### src/rtl/tdp_pkg.sv
package tdp_pkg;

	localparam int WIDTH = 32;
	localparam int NUMBER_W = 32;
	localparam int EXT_W = (WIDTH > NUMBER_W) ? WIDTH : NUMBER_W;
	localparam int CNT_W = $clog2(WIDTH + 1);

	localparam logic [WIDTH-1:0] FIRST_DIVISOR = WIDTH'(3);
	localparam logic [WIDTH-1:0] DIVISOR_STEP = WIDTH'(2);
	localparam logic [WIDTH-1:0] SMALLEST_PRIME = WIDTH'(2);

	typedef struct packed {
		logic             start;
		logic [WIDTH-1:0] dividend;
		logic [WIDTH-1:0] divisor;
	} div_req_t;

	typedef struct packed {
		logic             done;
		logic [WIDTH-1:0] quo;
		logic [WIDTH-1:0] rem;
	} div_res_t;

	typedef enum logic [3:0] {
		ST_IDLE  = 4'b0001,
		ST_START = 4'b0010,
		ST_WAIT  = 4'b0100,
		ST_DONE  = 4'b1000
	} state_t;

endpackage

### src/rtl/tdp_div.sv
module tdp_div (
	input  logic             clk,
	input  logic             arst_n,
	input  tdp_pkg::div_req_t req,
	output tdp_pkg::div_res_t res
);

	logic [tdp_pkg::WIDTH-1:0] rem_q;
	logic [tdp_pkg::WIDTH-1:0] quo_q;
	logic [tdp_pkg::WIDTH-1:0] dsr_q;
	logic [tdp_pkg::CNT_W-1:0] cnt_q;
	logic                      busy_q;
	logic                      done_q;

	logic [tdp_pkg::WIDTH:0] trial;
	logic [tdp_pkg::WIDTH:0] diff;

	assign trial = {rem_q, quo_q[tdp_pkg::WIDTH-1]};
	assign diff  = trial - {1'b0, dsr_q};

	always_ff @(posedge clk or negedge arst_n) begin
		if (!arst_n) begin
			busy_q <= 1'b0;
			done_q <= 1'b0;
			cnt_q  <= '0;
		end else begin
			done_q <= 1'b0;
			if (req.start) begin
				busy_q <= 1'b1;
				cnt_q  <= tdp_pkg::CNT_W'(tdp_pkg::WIDTH);
			end else if (busy_q) begin
				cnt_q <= cnt_q - 1'b1;
				if (cnt_q == tdp_pkg::CNT_W'(1)) begin
					busy_q <= 1'b0;
					done_q <= 1'b1;
				end
			end
		end
	end

	always_ff @(posedge clk) begin
		if (req.start) begin
			rem_q <= '0;
			quo_q <= req.dividend;
			dsr_q <= req.divisor;
		end else if (busy_q) begin
			if (!diff[tdp_pkg::WIDTH]) begin
				rem_q <= diff[tdp_pkg::WIDTH-1:0];
			end else begin
				rem_q <= trial[tdp_pkg::WIDTH-1:0];
			end
			quo_q <= {quo_q[tdp_pkg::WIDTH-2:0], ~diff[tdp_pkg::WIDTH]};
		end
	end

	assign res.done = done_q;
	assign res.quo  = quo_q;
	assign res.rem  = rem_q;

endmodule

### config.mk
export PLATFORM = sky130hd
export DESIGN_NAME = tdp_div
export DESIGN_NICKNAME = d
export VERILOG_FILES = /design/src/rtl/tdp_pkg.sv /design/src/rtl/tdp_div.sv
export SDC_FILE = /design/constraint.sdc
export NUM_CORES = 1
export LEC_CHECK = 0
export BUFFER_PORTS_ARGS = -buffer_cell sky130_fd_sc_hd__buf_2
export CAP_MARGIN = 40
export CELL_PAD_IN_SITES_DETAIL_PLACEMENT = 1
export CELL_PAD_IN_SITES_GLOBAL_PLACEMENT = 2
export CORE_MARGIN = 2
export CORE_UTILIZATION = 37
export CTS_CLUSTER_DIAMETER = 60
export DETAILED_ROUTE_END_ITERATION = 6
export GPL_TIMING_DRIVEN = 0
export PLACE_DENSITY_LB_ADDON = 0.1
export SLEW_MARGIN = 20
export SYNTH_ARGS = -nofsm -noshare
export SYNTH_HDL_FRONTEND = slang
export SYNTH_SLANG_ARGS = --single-unit
### constraint.sdc
create_clock -name clk -period 5.72 [get_ports clk]
set_clock_uncertainty 0.2 [all_clocks]
set_input_delay 0.572 -clock clk [delete_from_list [all_inputs] [get_ports clk]]
set_output_delay 0.572 -clock clk [all_outputs]
set_load 0.005 [all_outputs]
==> key figures <==
Outcome
  • Run status: completed

Clocking
  • CTS tree: built
  • Longest Clk Path Bufs: 2
  • CTS root buf: clkbuf_16
  • Htree depth: 3
  • Skew-Pair Late Insertion Delay: 0.36 ns
  • Clk sink count: between 100 and 150
  • # resized after CTS: 0
  • Worst-path clk slew: approximately 0.09 ns
  • TritonCTS buffer count: 9

Flow run
  • Maxcap violations: 0

Critical path
  • Kind of critical path: reg -> reg
  • WP data arrival: between 4 and 5 ns
  • CP Capture Type: register
  • Reg2reg setup slack: between 1 and 1.5 ns
  • Reg2reg start: quo_q[31]
  • CP max-delay cell: xor2_2
  • CP max FO: 10
  • Critical Path, Cell by Cell: inv_1 -> ha_1 -> fa_1 -> nand2b_1 -> a21oi_2 -> o41ai_4 -> nor3_2 -> o2111ai_1 -> a21oi_2 -> a31o_1 -> buf_6 -> xor2_2 -> buf_2 -> nand2_1 -> a311oi_1
  • Worst path max stage delay: ~0.46 ns
  • Crit path from: quo_q[31]
  • Req. time, crit path: 5.78 ns
  • Crit-path most repeated cell: a21oi_2
  • Crit path launch type: register

Detailed routing
  • First DRT Iteration DRCs: roughly 220
  • DR pass1 iterations: 4
  • Routed length per placed instance: 17.43 um
  • Vias/cell: approximately 5
  • Vias: between 4000 and 5000
  • # DRC: 0
  • Antenna-violating nets left: 0
  • Routed wire length: 16510 um

Die
  • Core box area: 0.01571 mm^2
  • Total die area: between 0.015 and 0.02 mm^2
  • I/O pins: 132
  • Die height: approximately 130 um
  • Die W: 130.2 um
  • Cell Rows: 46
  • Initial Util: 0.3751

Hold path
  • Worst Min Path Start: req[0]
  • Worst min-delay path class: in -> reg

Synth
  • Ys flop type: edfxtp_1
  • Leading area contributor after synthesis: edfxtp_1
  • Count leader, synth: nand2_1
  • Synth cell count leaders: nand2_1 (80), edfxtp_1 (64), nor2_1 (49)
  • Mapped Nets: between 600 and 700
  • Yosys top cell area share: 0.3260
  • Asr flop ratio synth: 0.07692
  • Synth Warn #: 0
  • Synth unique cells: 62
  • Post-synth EDFFs: between 60 and 70
  • Sequential fraction of the synthesis area: 0.4687
  • FF+latch count, synth: between 100 and 150
  • Synth Cell Area: 0.005894 mm^2
  • Syn Inst Count: 582
  • Avg Cell Area, Syn: just over 10 um^2
  • Synth top area cells: edfxtp_1 (33%), dfxtp_1 (11%), ha_1 (7.2%)

Finish
  • ANT cells: 0
  • Util after Layout: 0.4561
  • Fin nets: roughly 830
  • Share of cells above drive strength 1: 0.2668
  • Syn-to-layout area delta: 21.59%
  • Fill cells: 1836

Pwr
  • Pleak: 3.272 nW
  • VDD IR max: ~190 uV
  • Power Total: 3.401 mW
  • Cell Pwr Density: between 400 and 500 mW/mm^2

STA
  • RSZ-0062 raised after global routing: false
  • Slew headroom: 0.5413
  • Fin crit period: around 4.3 ns
  • Final setup viols: 0
  • Worst Tran Pin Value: 0.6870 ns
  • Setup TNS Final: 0 ns
  • Max-slew violations: 0
  • Fin crit share: 0.7471
  • Fmax: between 200 and 250 MHz
  • Final hold violation count: 0
  • Min Hold Slack: roughly 0.18 ns

GRT
  • First-pass GRT wire length: about 26000 um
  • Pin count of the biggest net entering global routing: 35
  • All-Layer GR Usage: 0.2000
  • Initial antenna violation count: 1
  • Total global routing overflow: 0
  • Vias in the first global route: between 5000 and 6000

Placed design
  • Placer congestion estimate: between 0.8 and 0.9
  • Port Buf Inserts: approximately 130
  • Detail Placement HPWL: ~12000 um
==> what timing repair did <==
| item | CTS | global route |
|---|---|---|
| setup buffers | 0 | 0 |
| hold buffers | 1 | 0 |
| hold endpoints to repair | 8 | 0 |
==> flip-flops by register name, indices dropped and copies added (netlist names) <==
| signal | cells |
|---|---|
| rem_q | 32 |
| done_q | 1 |
| cnt_q | 6 |
| quo_q | 32 |
| dsr_q | 32 |
| busy_q | 1 |
==> final cells by class <==
cell class | instances | area (um^2) | area share
repair buffers | 133 | 693.2 | 0.09672
flip-flops and latches | 104 | 2763 | 0.3855
clock buffers | 9 | 225.2 | 0.03142
inverters | 43 | 161.4 | 0.02252
clock inverters | 7 | 83.83 | 0.01170
well taps | 216 | 270.3 | 0.03771
plain buffers | 28 | 122.6 | 0.01711
multi-input cells | 407 | 2848 | 0.3973
==> cell families after synthesis <==
group,count (synthesis),share of synthesized area
flops,104,0.4687
compound gates,125,0.1594
xor+xnor,31,0.04861
fa+ha+maj,35,0.07557
buf+inv,71,0.04818
mux,31,0.05922
simple gates,185,0.1403
==> worst paths after layout <==
| kind | to | cells after the start |
|---|---|---|
| max | rem_q[3] | 15 |
| min | dsr_q[0] | 1 |
| max reg2reg | rem_q[3] | 15 |
| min reg2reg | rem_q[16] | 2 |
| max in group asynchronous | cnt_q[5] | 2 |
| min in group asynchronous | busy_q | 2 |
==> where the power goes <==
group          total [mW]  switching (mW)  leakage [nW]  internal [mW]
clock network       0.639           0.325         0.151          0.314
registers            1.16           0.171          1.01          0.985
logic                1.61           0.922          2.11          0.684
==> metrics by stage <==
step	setup slack [ns]	std cells	cell area [um^2]
floorplan	2.221	582	5894
global placement	1.486	929	6820
detailed placement	1.396	929	6820
CTS	1.340	946	7139
global route	1.003	947	7167
finish	1.446	947	7167
==> placed cells by master, fill, tap and decap left out, types with 3 or more instances in the layout <==
cell       netlist  routed
buf_2            5     136
nand2_1         80      80
edfxtp_1        64      64
nor2_1          49      49
inv_1           43      42
ha_1            34      34
dfxtp_1         32      32
mux2_2          31      31
a311oi_1        29      29
a21oi_1         23      23
clkbuf_1        19      19
a21o_1          19      19
xnor2_1         19      19
nor3_1          10      10
xor2_1          10      10
nand3_1         10      10
clkbuf_16        0       9
dfrtp_1          8       8
o21ai_0          7       7
nand2b_1         6       6
and3_1           5       5
o21ai_1          5       5
o2111ai_1        4       4
a41oi_1          4       4
a211oi_1         4       4
o21bai_1         4       4
nand4_1          4       4
o31ai_1          3       3
and2_1           3       3
nor2b_1          3       3
nor3b_1          3       3
or3_1            3       3
inv_8            0       3
==> critical path, delay by kind of cell (launching register included) <==
kind	cells	cell delay, ns
AND/OR/NAND/NOR	3	0.53
buffers and inverters	3	0.54
AO/OA/AOI/OAI	6	1.46
adder cells (fa/ha/maj)	2	0.61
XOR/XNOR	1	0.46
flip-flops	1	0.35
==> metal layers <==
layer,GRT usage,wire length (um)
met5,0,13
met4,0.05187,174
met3,0.05084,817
met2,0.3348,7765
met1,0.2588,7736
Note: power is estimated with default switching activity, not from simulation.
